<file path="config.mk">
export PLATFORM = sky130hd
export DESIGN_NAME = integer_to_ascii_radix
export DESIGN_NICKNAME = d
export VERILOG_FILES = /design/src/sv/itoar_pkg.sv /design/src/sv/itoar_ram.sv /design/src/sv/itoar_ctrl.sv /design/src/sv/itoar_dp.sv /design/src/sv/integer_to_ascii_radix.sv
export SDC_FILE = /design/constraint.sdc
export NUM_CORES = 1
export LEC_CHECK = 0
export ABC_AREA = 1
export BUFFER_PORTS_ARGS = -buffer_cell sky130_fd_sc_hd__clkbuf_2
export CAP_MARGIN = 30
export CORE_UTILIZATION = 65
export CTS_BUF_LIST = sky130_fd_sc_hd__clkbuf_4 sky130_fd_sc_hd__clkbuf_8
export DETAILED_ROUTE_END_ITERATION = 10
export GPL_TIMING_DRIVEN = 0
export HOLD_SLACK_MARGIN = 0.1
export PLACE_DENSITY = 0.84
export SLEW_MARGIN = 20
export SYNTH_ARGS = -nofsm -noshare
export SYNTH_HDL_FRONTEND = slang
export SYNTH_SLANG_ARGS = --single-unit
</file>
<file path="constraint.sdc">
create_clock -name i_clk -period 12.55 [get_ports i_clk]
set_input_delay 0.6275 -clock i_clk [delete_from_list [all_inputs] [get_ports i_clk]]
set_output_delay 0.6275 -clock i_clk [all_outputs]
set_load 0.02 [all_outputs]
</file>
<file path="src/sv/itoar_pkg.sv">
// ---------------------------------------------------------------------------
// itoar_pkg
// Types, constants and helpers shared by the integer-to-ASCII converter.
// ---------------------------------------------------------------------------
package itoar_pkg;

    localparam int VALUE_WIDTH = 32;
    localparam int RADIX_WIDTH = 5;
    localparam int CHAR_WIDTH  = 7;
    localparam int DIG_WIDTH   = 4;

    // Divider retires this many quotient bits per cycle.
    localparam int CHUNK       = 8;
    localparam int NCHUNK      = (VALUE_WIDTH + CHUNK - 1) / CHUNK;
    localparam int DIV_WIDTH   = NCHUNK * CHUNK;
    localparam int STEP_WIDTH  = (NCHUNK > 1) ? $clog2(NCHUNK) : 1;

    // At most one digit per magnitude bit.
    localparam int DIG_DEPTH   = VALUE_WIDTH;
    localparam int DIG_AW      = $clog2(DIG_DEPTH);

    localparam logic [RADIX_WIDTH-1:0] RADIX_MIN = 5'd2;
    localparam logic [RADIX_WIDTH-1:0] RADIX_MAX = 5'd16;
    localparam logic [RADIX_WIDTH-1:0] RADIX_BIN = 5'd2;
    localparam logic [RADIX_WIDTH-1:0] RADIX_QUA = 5'd4;
    localparam logic [RADIX_WIDTH-1:0] RADIX_OCT = 5'd8;
    localparam logic [RADIX_WIDTH-1:0] RADIX_DEC = 5'd10;
    localparam logic [RADIX_WIDTH-1:0] RADIX_HEX = 5'd16;

    localparam logic [CHAR_WIDTH-1:0] CH_ZERO  = 7'h30;
    localparam logic [CHAR_WIDTH-1:0] CH_UPA   = 7'h41;
    localparam logic [CHAR_WIDTH-1:0] CH_MINUS = 7'h2D;
    localparam logic [CHAR_WIDTH-1:0] CH_X     = 7'h78;
    localparam logic [CHAR_WIDTH-1:0] CH_O     = 7'h6F;
    localparam logic [CHAR_WIDTH-1:0] CH_B     = 7'h62;

    typedef struct packed {
        logic signed [VALUE_WIDTH-1:0] value;
        logic [RADIX_WIDTH-1:0]        radix;
    } t_req;

    typedef struct packed {
        logic [CHAR_WIDTH-1:0] char_code;
        logic                  last;
    } t_rsp;

    // Controller -> datapath
    typedef struct packed {
        logic load;       // capture request
        logic divide;     // work on current digit
        logic emit_pfx0;  // '0' or '-'
        logic emit_pfx1;  // 'x', 'o' or 'b'
        logic rd;         // read next stored digit
        logic rd_last;    // this read is the final character
    } t_dp_cmd;

    // Datapath -> controller
    typedef struct packed {
        logic digit_done; // digit written this cycle
        logic quo_zero;   // remaining magnitude is zero
        logic has_pfx0;
        logic has_pfx1;
        logic rd_zero;    // read pointer at least significant digit
    } t_dp_stat;

    function automatic logic [CHAR_WIDTH-1:0] digit_char(input logic [DIG_WIDTH-1:0] d);
        logic [CHAR_WIDTH-1:0] dx;
        dx = CHAR_WIDTH'(d);
        if (d < 4'd10) begin
            return CH_ZERO + dx;
        end else begin
            return CH_UPA + dx - 7'd10;
        end
    endfunction

endpackage

</file>
<file path="src/sv/itoar_ram.sv">
// ---------------------------------------------------------------------------
// itoar_ram
// Simple dual-port RAM, one write and one registered read port.
// ---------------------------------------------------------------------------
module itoar_ram #(
    parameter int WIDTH = 4,
    parameter int DEPTH = 32
) (
    input  logic                     i_clk,
    input  logic                     i_we,
    input  logic [$clog2(DEPTH)-1:0] i_waddr,
    input  logic [WIDTH-1:0]         i_wdata,
    input  logic                     i_re,
    input  logic [$clog2(DEPTH)-1:0] i_raddr,
    output logic [WIDTH-1:0]         o_rdata
);

    logic [WIDTH-1:0] r_mem [DEPTH];
    logic [WIDTH-1:0] r_rdata;

    always_ff @(posedge i_clk) begin
        if (i_we) begin
            r_mem[i_waddr] <= i_wdata;
        end
        if (i_re) begin
            r_rdata <= r_mem[i_raddr];
        end
    end

    assign o_rdata = r_rdata;

endmodule

</file>
<file path="src/sv/itoar_ctrl.sv">
// ---------------------------------------------------------------------------
// itoar_ctrl
// Sequencer: digit extraction, prefix emission, digit readout.
// ---------------------------------------------------------------------------
module itoar_ctrl (
    input  logic               i_clk,
    input  logic               i_rst_n,
    input  logic               i_start,
    input  itoar_pkg::t_dp_stat i_stat,
    output itoar_pkg::t_dp_cmd  o_cmd,
    output logic               o_busy
);
    import itoar_pkg::*;

    typedef enum logic [2:0] {
        S_IDLE,
        S_DIV,
        S_PFX0,
        S_PFX1,
        S_READ,
        S_DRAIN
    } t_state;

    t_state r_state, n_state;
    logic   r_busy,  n_busy;

    always_comb begin
        n_state = r_state;
        o_cmd   = '0;
        unique case (r_state)
            S_IDLE: begin
                if (i_start) begin
                    o_cmd.load = 1'b1;
                    n_state    = S_DIV;
                end
            end
            S_DIV: begin
                o_cmd.divide = 1'b1;
                if (i_stat.digit_done && i_stat.quo_zero) begin
                    n_state = i_stat.has_pfx0 ? S_PFX0 : S_READ;
                end
            end
            S_PFX0: begin
                o_cmd.emit_pfx0 = 1'b1;
                n_state = i_stat.has_pfx1 ? S_PFX1 : S_READ;
            end
            S_PFX1: begin
                o_cmd.emit_pfx1 = 1'b1;
                n_state = S_READ;
            end
            S_READ: begin
                o_cmd.rd      = 1'b1;
                o_cmd.rd_last = i_stat.rd_zero;
                if (i_stat.rd_zero) begin
                    n_state = S_DRAIN;
                end
            end
            S_DRAIN: begin
                n_state = S_IDLE;
            end
            default: begin
                n_state = S_IDLE;
            end
        endcase
        n_busy = (n_state != S_IDLE);
    end

    always_ff @(posedge i_clk) begin
        if (!i_rst_n) begin
            r_state <= S_IDLE;
            r_busy  <= 1'b0;
        end else begin
            r_state <= n_state;
            r_busy  <= n_busy;
        end
    end

    assign o_busy = r_busy;

endmodule

</file>
<file path="src/sv/itoar_dp.sv">
// ---------------------------------------------------------------------------
// itoar_dp
// Magnitude register, chunked radix divider, digit store and output register.
// ---------------------------------------------------------------------------
module itoar_dp (
    input  logic                i_clk,
    input  logic                i_rst_n,
    input  itoar_pkg::t_req     i_req,
    input  itoar_pkg::t_dp_cmd  i_cmd,
    output itoar_pkg::t_dp_stat o_stat,
    output logic                o_strobe,
    output itoar_pkg::t_rsp     o_rsp
);
    import itoar_pkg::*;

    // request capture
    logic [RADIX_WIDTH-1:0] r_base;
    logic                   r_neg;
    logic                   r_pow2;
    logic [2:0]             r_shift;
    logic [DIG_WIDTH-1:0]   r_mask;

    // divider
    logic [DIV_WIDTH-1:0]   r_div;
    logic [DIV_WIDTH-1:0]   r_quo;
    logic [DIG_WIDTH-1:0]   r_rem;
    logic [STEP_WIDTH-1:0]  r_step;

    // digit store pointers
    logic [DIG_AW-1:0]      r_wr_idx;
    logic [DIG_AW-1:0]      r_rd_idx;

    // output pipe
    logic                   r_rd_pend;
    logic                   r_rd_last;
    logic                   r_out_valid;
    logic [CHAR_WIDTH-1:0]  r_out_char;
    logic                   r_out_last;

    logic [VALUE_WIDTH-1:0] in_raw;
    logic [VALUE_WIDTH-1:0] in_mag;
    logic [RADIX_WIDTH-1:0] in_base;
    logic                   in_pow2;
    logic [2:0]             in_shift;

    logic [CHUNK-1:0]       q_chunk;
    logic [DIG_WIDTH-1:0]   rem_next;
    logic [DIV_WIDTH-1:0]   quo_full;
    logic                   step_last;
    logic                   digit_done;
    logic [DIG_WIDTH-1:0]   dig_val;
    logic [DIV_WIDTH-1:0]   next_div;
    logic [DIG_WIDTH-1:0]   ram_rdata;

    // Request decode: magnitude, clamped base, shift for power-of-two bases.
    always_comb begin
        in_raw = i_req.value;
        in_mag = in_raw[VALUE_WIDTH-1] ? (~in_raw + 1'b1) : in_raw;
        if (i_req.radix < RADIX_MIN) begin
            in_base = RADIX_MIN;
        end else if (i_req.radix > RADIX_MAX) begin
            in_base = RADIX_MAX;
        end else begin
            in_base = i_req.radix;
        end
        in_pow2  = 1'b1;
        in_shift = 3'd1;
        case (in_base)
            RADIX_BIN: in_shift = 3'd1;
            RADIX_QUA: in_shift = 3'd2;
            RADIX_OCT: in_shift = 3'd3;
            RADIX_HEX: in_shift = 3'd4;
            default:   in_pow2  = 1'b0;
        endcase
    end

    // One chunk of restoring division; remainder stays below the base.
    always_comb begin
        logic [DIG_WIDTH:0] t;
        logic [DIG_WIDTH-1:0] rv;
        rv      = r_rem;
        q_chunk = '0;
        for (int i = 0; i < CHUNK; i++) begin
            t = {rv, r_div[DIV_WIDTH-1-i]};
            if (t >= r_base) begin
                q_chunk[CHUNK-1-i] = 1'b1;
                t = t - r_base;
            end
            rv = t[DIG_WIDTH-1:0];
        end
        rem_next = rv;
    end

    assign quo_full   = DIV_WIDTH'({r_quo, q_chunk});
    assign step_last  = (r_step == STEP_WIDTH'(NCHUNK - 1));
    assign digit_done = i_cmd.divide && (r_pow2 || step_last);
    assign dig_val    = r_pow2 ? (r_div[DIG_WIDTH-1:0] & r_mask) : rem_next;
    assign next_div   = r_pow2 ? (r_div >> r_shift) : quo_full;

    always_ff @(posedge i_clk) begin
        if (i_cmd.load) begin
            r_base   <= in_base;
            r_neg    <= in_raw[VALUE_WIDTH-1];
            r_pow2   <= in_pow2;
            r_shift  <= in_shift;
            r_mask   <= DIG_WIDTH'(in_base - 1'b1);
            r_div    <= DIV_WIDTH'(in_mag);
            r_rem    <= '0;
            r_step   <= '0;
            r_wr_idx <= '0;
        end else if (i_cmd.divide) begin
            if (digit_done) begin
                r_div    <= next_div;
                r_rem    <= '0;
                r_step   <= '0;
                r_rd_idx <= r_wr_idx;
                r_wr_idx <= r_wr_idx + 1'b1;
            end else begin
                r_div  <= r_div << CHUNK;
                r_quo  <= quo_full;
                r_rem  <= rem_next;
                r_step <= r_step + 1'b1;
            end
        end else if (i_cmd.rd) begin
            r_rd_idx <= r_rd_idx - 1'b1;
        end
    end

    itoar_ram #(
        .WIDTH (DIG_WIDTH),
        .DEPTH (DIG_DEPTH)
    ) u_ram (
        .i_clk   (i_clk),
        .i_we    (digit_done),
        .i_waddr (r_wr_idx),
        .i_wdata (dig_val),
        .i_re    (i_cmd.rd),
        .i_raddr (r_rd_idx),
        .o_rdata (ram_rdata)
    );

    // Output register; prefix and digit reads never land in the same cycle.
    always_ff @(posedge i_clk) begin
        if (!i_rst_n) begin
            r_rd_pend   <= 1'b0;
            r_out_valid <= 1'b0;
        end else begin
            r_rd_pend   <= i_cmd.rd;
            r_out_valid <= i_cmd.emit_pfx0 || i_cmd.emit_pfx1 || r_rd_pend;
        end
        r_rd_last  <= i_cmd.rd_last;
        r_out_last <= r_rd_pend && r_rd_last;
        if (i_cmd.emit_pfx0) begin
            r_out_char <= (r_base == RADIX_DEC) ? CH_MINUS : CH_ZERO;
        end else if (i_cmd.emit_pfx1) begin
            case (r_base)
                RADIX_HEX: r_out_char <= CH_X;
                RADIX_OCT: r_out_char <= CH_O;
                default:   r_out_char <= CH_B;
            endcase
        end else begin
            r_out_char <= digit_char(ram_rdata);
        end
    end

    always_comb begin
        o_stat.digit_done = digit_done;
        o_stat.quo_zero   = (next_div == '0);
        o_stat.has_pfx0   = (r_base != RADIX_DEC) || r_neg;
        o_stat.has_pfx1   = (r_base == RADIX_HEX) || (r_base == RADIX_OCT) ||
                            (r_base == RADIX_BIN);
        o_stat.rd_zero    = (r_rd_idx == '0);
    end

    assign o_strobe        = r_out_valid;
    assign o_rsp.char_code = r_out_char;
    assign o_rsp.last      = r_out_last;

endmodule

</file>
<file path="src/sv/integer_to_ascii_radix.sv">
// ---------------------------------------------------------------------------
// integer_to_ascii_radix
// Signed integer to ASCII text in bases 2 to 16, one character per strobe.
// ---------------------------------------------------------------------------
// A request (value, radix) is taken when start is high and busy is low. The
// block then emits the text MSD first: a prefix ("-" for negative decimal,
// "0x"/"0o"/"0b" for bases 16/8/2, "0" for other non-decimal bases), then
// the digits in uppercase 0-9A-F. Non-decimal negatives print the magnitude.
// Radix values outside 2..16 are clamped. Each character is valid for one
// cycle with o_strobe high; there is no backpressure, so the receiver must
// take every strobe. o_rsp.last marks the final character, and busy drops in
// that same cycle, so the next request may be taken at the edge that ends it.
// Digits for bases 2, 4, 8 and 16 are bit slices of the magnitude; other
// bases use the shared divider, which retires 8 quotient bits per cycle
// over the 32-bit magnitude. The prefix is 0 to 2 characters long.
// Digits are produced LSD first into a small digit RAM and read back MSD
// first, one per cycle. After a prefix, strobes pause before the first digit.
// ---------------------------------------------------------------------------
module integer_to_ascii_radix (
    input  logic            i_clk,
    input  logic            i_rst_n,
    input  logic            start,
    input  itoar_pkg::t_req i_req,
    output logic            busy,
    output logic            o_strobe,
    output itoar_pkg::t_rsp o_rsp
);
    import itoar_pkg::*;

    t_dp_cmd  dp_cmd;
    t_dp_stat dp_stat;

    // Sequencer: decides which phase the datapath is in.
    itoar_ctrl u_ctrl (
        .i_clk   (i_clk),
        .i_rst_n (i_rst_n),
        .i_start (start),
        .i_stat  (dp_stat),
        .o_cmd   (dp_cmd),
        .o_busy  (busy)
    );

    // Datapath: divider, digit store, output register.
    itoar_dp u_dp (
        .i_clk    (i_clk),
        .i_rst_n  (i_rst_n),
        .i_req    (i_req),
        .i_cmd    (dp_cmd),
        .o_stat   (dp_stat),
        .o_strobe (o_strobe),
        .o_rsp    (o_rsp)
    );

endmodule

</file>
==> results.sh <==
export IMPL_clock_fmax_mhz=87.8
export IMPL_tightest_slew_ps=842
export IMPL_synth_seq_cells=233
export IMPL_port_buffers=49
export IMPL_dpl_hpwl_um=28000
export IMPL_failed_checks="design-rule violations"
export IMPL_antenna_violating_nets_post_route=0
export IMPL_synth_fp_nets=1676
export IMPL_crit_slowest_cell="edfxtp_1"
export IMPL_path_clk_slew_ps=60
export IMPL_postCtsSetupBuffers=0
export IMPL_maxCapViolCount=0
export IMPL_antenna_cells=0
export IMPL_synth_edff_count=207
export IMPL_yosysSeqAreaShare=0.505
export IMPL_post_synth_top_area_cell="edfxtp_1"
export IMPL_drtPass1Iterations=10
export IMPL_rsz0062_at_grt="false"
export IMPL_worstPathArrival_ps=11620
export IMPL_slowest_delay_ps=710
export IMPL_synthArstFlopShare=0
export IMPL_cts_made_buffers=38
export IMPL_start_util=0.662
export IMPL_rows=52
export IMPL_multiInputGateArea_um2=5890
export IMPL_cts_tree="built"
export IMPL_crit_fanout=32
export IMPL_syn_area_per_cell_um2=8.47
export IMPL_drt_iter0_markers=1254
export IMPL_drive_gt1_frac=0.0918
export IMPL_die_y_um=145
export IMPL_wl_per_cell_um=19.5
export IMPL_required_ps=12780
export IMPL_synth_top_area_frac=0.466
export IMPL_die_w_um=145
export IMPL_synth_flop_cell="edfxtp_1"
export IMPL_remaining_drc_errors=1
export IMPL_area_growth_pct=11.0
export IMPL_slew_viol_final=0
export IMPL_htreeDepth=2
export IMPL_grt_usage=0.368
export IMPL_gp_congestion=1.00
export IMPL_cts_repair_resized=0
export IMPL_max_slew_margin_rel=0.434
export IMPL_grt_max_degree=33
export IMPL_dpl_cell_area_um2=14000
export IMPL_grt_pass1_wl_um=60100
export IMPL_antenna_found_initial=0
export IMPL_dieArea_um2=21100
export IMPL_crit_path_end_kind="flop"
export IMPL_routed_wl_um=38400
export IMPL_cts_hold_buffers=0
export IMPL_clock_sinks=233
export IMPL_fin_nets=1770
export IMPL_synth_cell_types=41
export IMPL_worst_path_most_repeated_cell="nand2_1"
export IMPL_clockBufferDepth=3
export IMPL_syn_instance_count=1576
export IMPL_viasPerCell=6.11
export IMPL_grt_overflow=0
export IMPL_setup_violations=0
export IMPL_coreArea_um2=20200
export IMPL_final_area_um2=14800
export IMPL_fin_crit_sh=0.907
export IMPL_grt_pass1_vias=11422
export IMPL_clk_latency_ps=540
export IMPL_start_kind="flop"
export IMPL_nFillCells=1514
export IMPL_pin_count=50
export IMPL_min_period_ps=11380
export IMPL_status="finished with violations"
export IMPL_yosys_warnings=0
export IMPL_timing_final_hold_violations=0
export IMPL_hold_class="input pin to flop"
export IMPL_clock_skew_ps=20.0
export IMPL_synthTopCellsByArea="edfxtp_1 (47%), nand2_1 (10%), nor2_1 (6.3%), nand3_1 (5.8%), o21ai_0 (5.8%)"
export IMPL_cts_root_buf="clkbuf_8"
export IMPL_regArea_um2=6740
export IMPL_syn_area_um2=13300
export IMPL_num_vias=12022
export IMPL_worst_setup_path_type="flop to flop"
[metal layers]
| metal | vias up | part of all wire | track usage |
|---|---|---|---|
| met3 | 160 | 0.082 | 0.0575 |
| li1 | 5657 | - | - |
| met2 | 656 | 0.49 | 0.632 |
| met5 | - | 0 | 0 |
| met4 | 0 | 0.058 | 0.204 |
| met1 | 5549 | 0.37 | 0.444 |
[metrics by stage]
step / std cells / setup TNS (ps) / setup WS [ps] / hold slack [ps] / utilization
floorplan: 1576 / 0 / 2620 / 390 / -
global placement: 1895 / -49790 / -844 / 432 / 0.691
detailed placement: 1899 / 0 / 1320 / 434 / 0.696
CTS: 1968 / 0 / 1270 / 322 / 0.733
global route: 1969 / 0 / 56.1 / 361 / 0.734
finish: 1969 / 0 / 1170 / 332 / 0.734
[path summary, 6_finish.rpt]
| kind | from | to | slack (ps) | cells after the start |
|---|---|---|---|---|
| setup / recovery | u_dp.r_base[1] | u_dp.u_ram.r_mem[14][3] | 1170 | 62 |
| hold / removal | i_rst_n | u_ctrl.r_state[0] | 330 | 3 |
| setup reg to reg | u_dp.r_base[1] | u_dp.u_ram.r_mem[14][3] | 1170 | 62 |
| hold reg to reg | u_dp.r_quo[14] | u_dp.r_quo[22] | 450 | 0 |
[logic make-up (layout without fill, tap and decap cells)]
group	count (synthesis)	count (layout)	share of synthesized area
XOR/XNOR	20	20	0.0131
flip-flops	233	233	0.505
adder cells (fa/ha/maj)	60	60	0.0608
multiplexers	2	2	0.00150
AO/OA/AOI/OAI	290	290	0.122
AND/OR/NAND/NOR	782	782	0.242
buffers and inverters	189	312	0.0558
[area by class of cell]
| cell class | count | area share |
|---|---|---|
| tap | 270 | 0.0228 |
| clock inverter | 11 | 0.00405 |
| timing repair buffer | 54 | 0.0236 |
| clock buffer | 58 | 0.0467 |
| buffer | 62 | 0.0182 |
| multi-input combinational | 1154 | 0.398 |
| sequential | 233 | 0.455 |
| inverter | 127 | 0.0322 |
[registers in the layout, summed over array words and instances (netlist names), 2 cells and up]
register            count
u_dp.u_ram.r_mem      128
u_dp.r_div             32
u_dp.r_base             5
u_ctrl.r_state          3
u_dp.r_rem              4
u_dp.r_shift            3
u_dp.r_out_char         7
u_dp.u_ram.o_rdata      4
u_dp.r_quo             24
u_dp.r_step             2
u_dp.r_wr_idx           5
u_dp.r_mask             4
u_dp.r_rd_idx           5
[cell usage after synthesis (12+ instances only)]
| master | count |
|---|---|
| nand2_1 | 357 |
| o211ai_1 | 16 |
| nand4_1 | 13 |
| nor3_1 | 21 |
| a21oi_1 | 49 |
| o221ai_1 | 12 |
| clkbuf_1 | 43 |
| ha_1 | 52 |
| dfxtp_1 | 26 |
| inv_1 | 123 |
| xor2_1 | 16 |
| buf_2 | 16 |
| nand3_1 | 155 |
| o21ai_0 | 155 |
| o22ai_1 | 27 |
| nor2_1 | 224 |
| edfxtp_1 | 207 |
[critical path, delay by kind of cell (launching register included)]
| family | cells | cell delay [ps] |
|---|---|---|
| AO/OA/AOI/OAI | 8 | 1820 |
| adder cells (fa/ha/maj) | 8 | 2540 |
| buffers and inverters | 9 | 1580 |
| flip-flops | 1 | 710 |
| AND/OR/NAND/NOR | 37 | 4360 |
[cells in the final DEF, fill, tap and decap left out, drive strengths merged]
cell type and instances:
nand2 357, nor2 229, edfxtp 207, o21ai 167
nand3 155, clkbuf 150, inv 126, ha 52
a21oi 49, o22ai 27, dfxtp 26, buf 24
nor3 22, xor2 16, o211ai 16, nand4 13
o221ai 12, clkinv 10, fa 8, a31oi 5
xnor2 4, or2 3, nor3b 3, mux2i 2
a21boi 2, o41ai 2, a32o 2, a211oi 2
clkinvlp 2, o31ai 1, o21a 1, a21o 1
o311ai 1, o32ai 1, o21bai 1
Power is left out: the tool's default activity adds up to more than one toggle a clock period on the data nets, which glitch-free logic cannot reach.
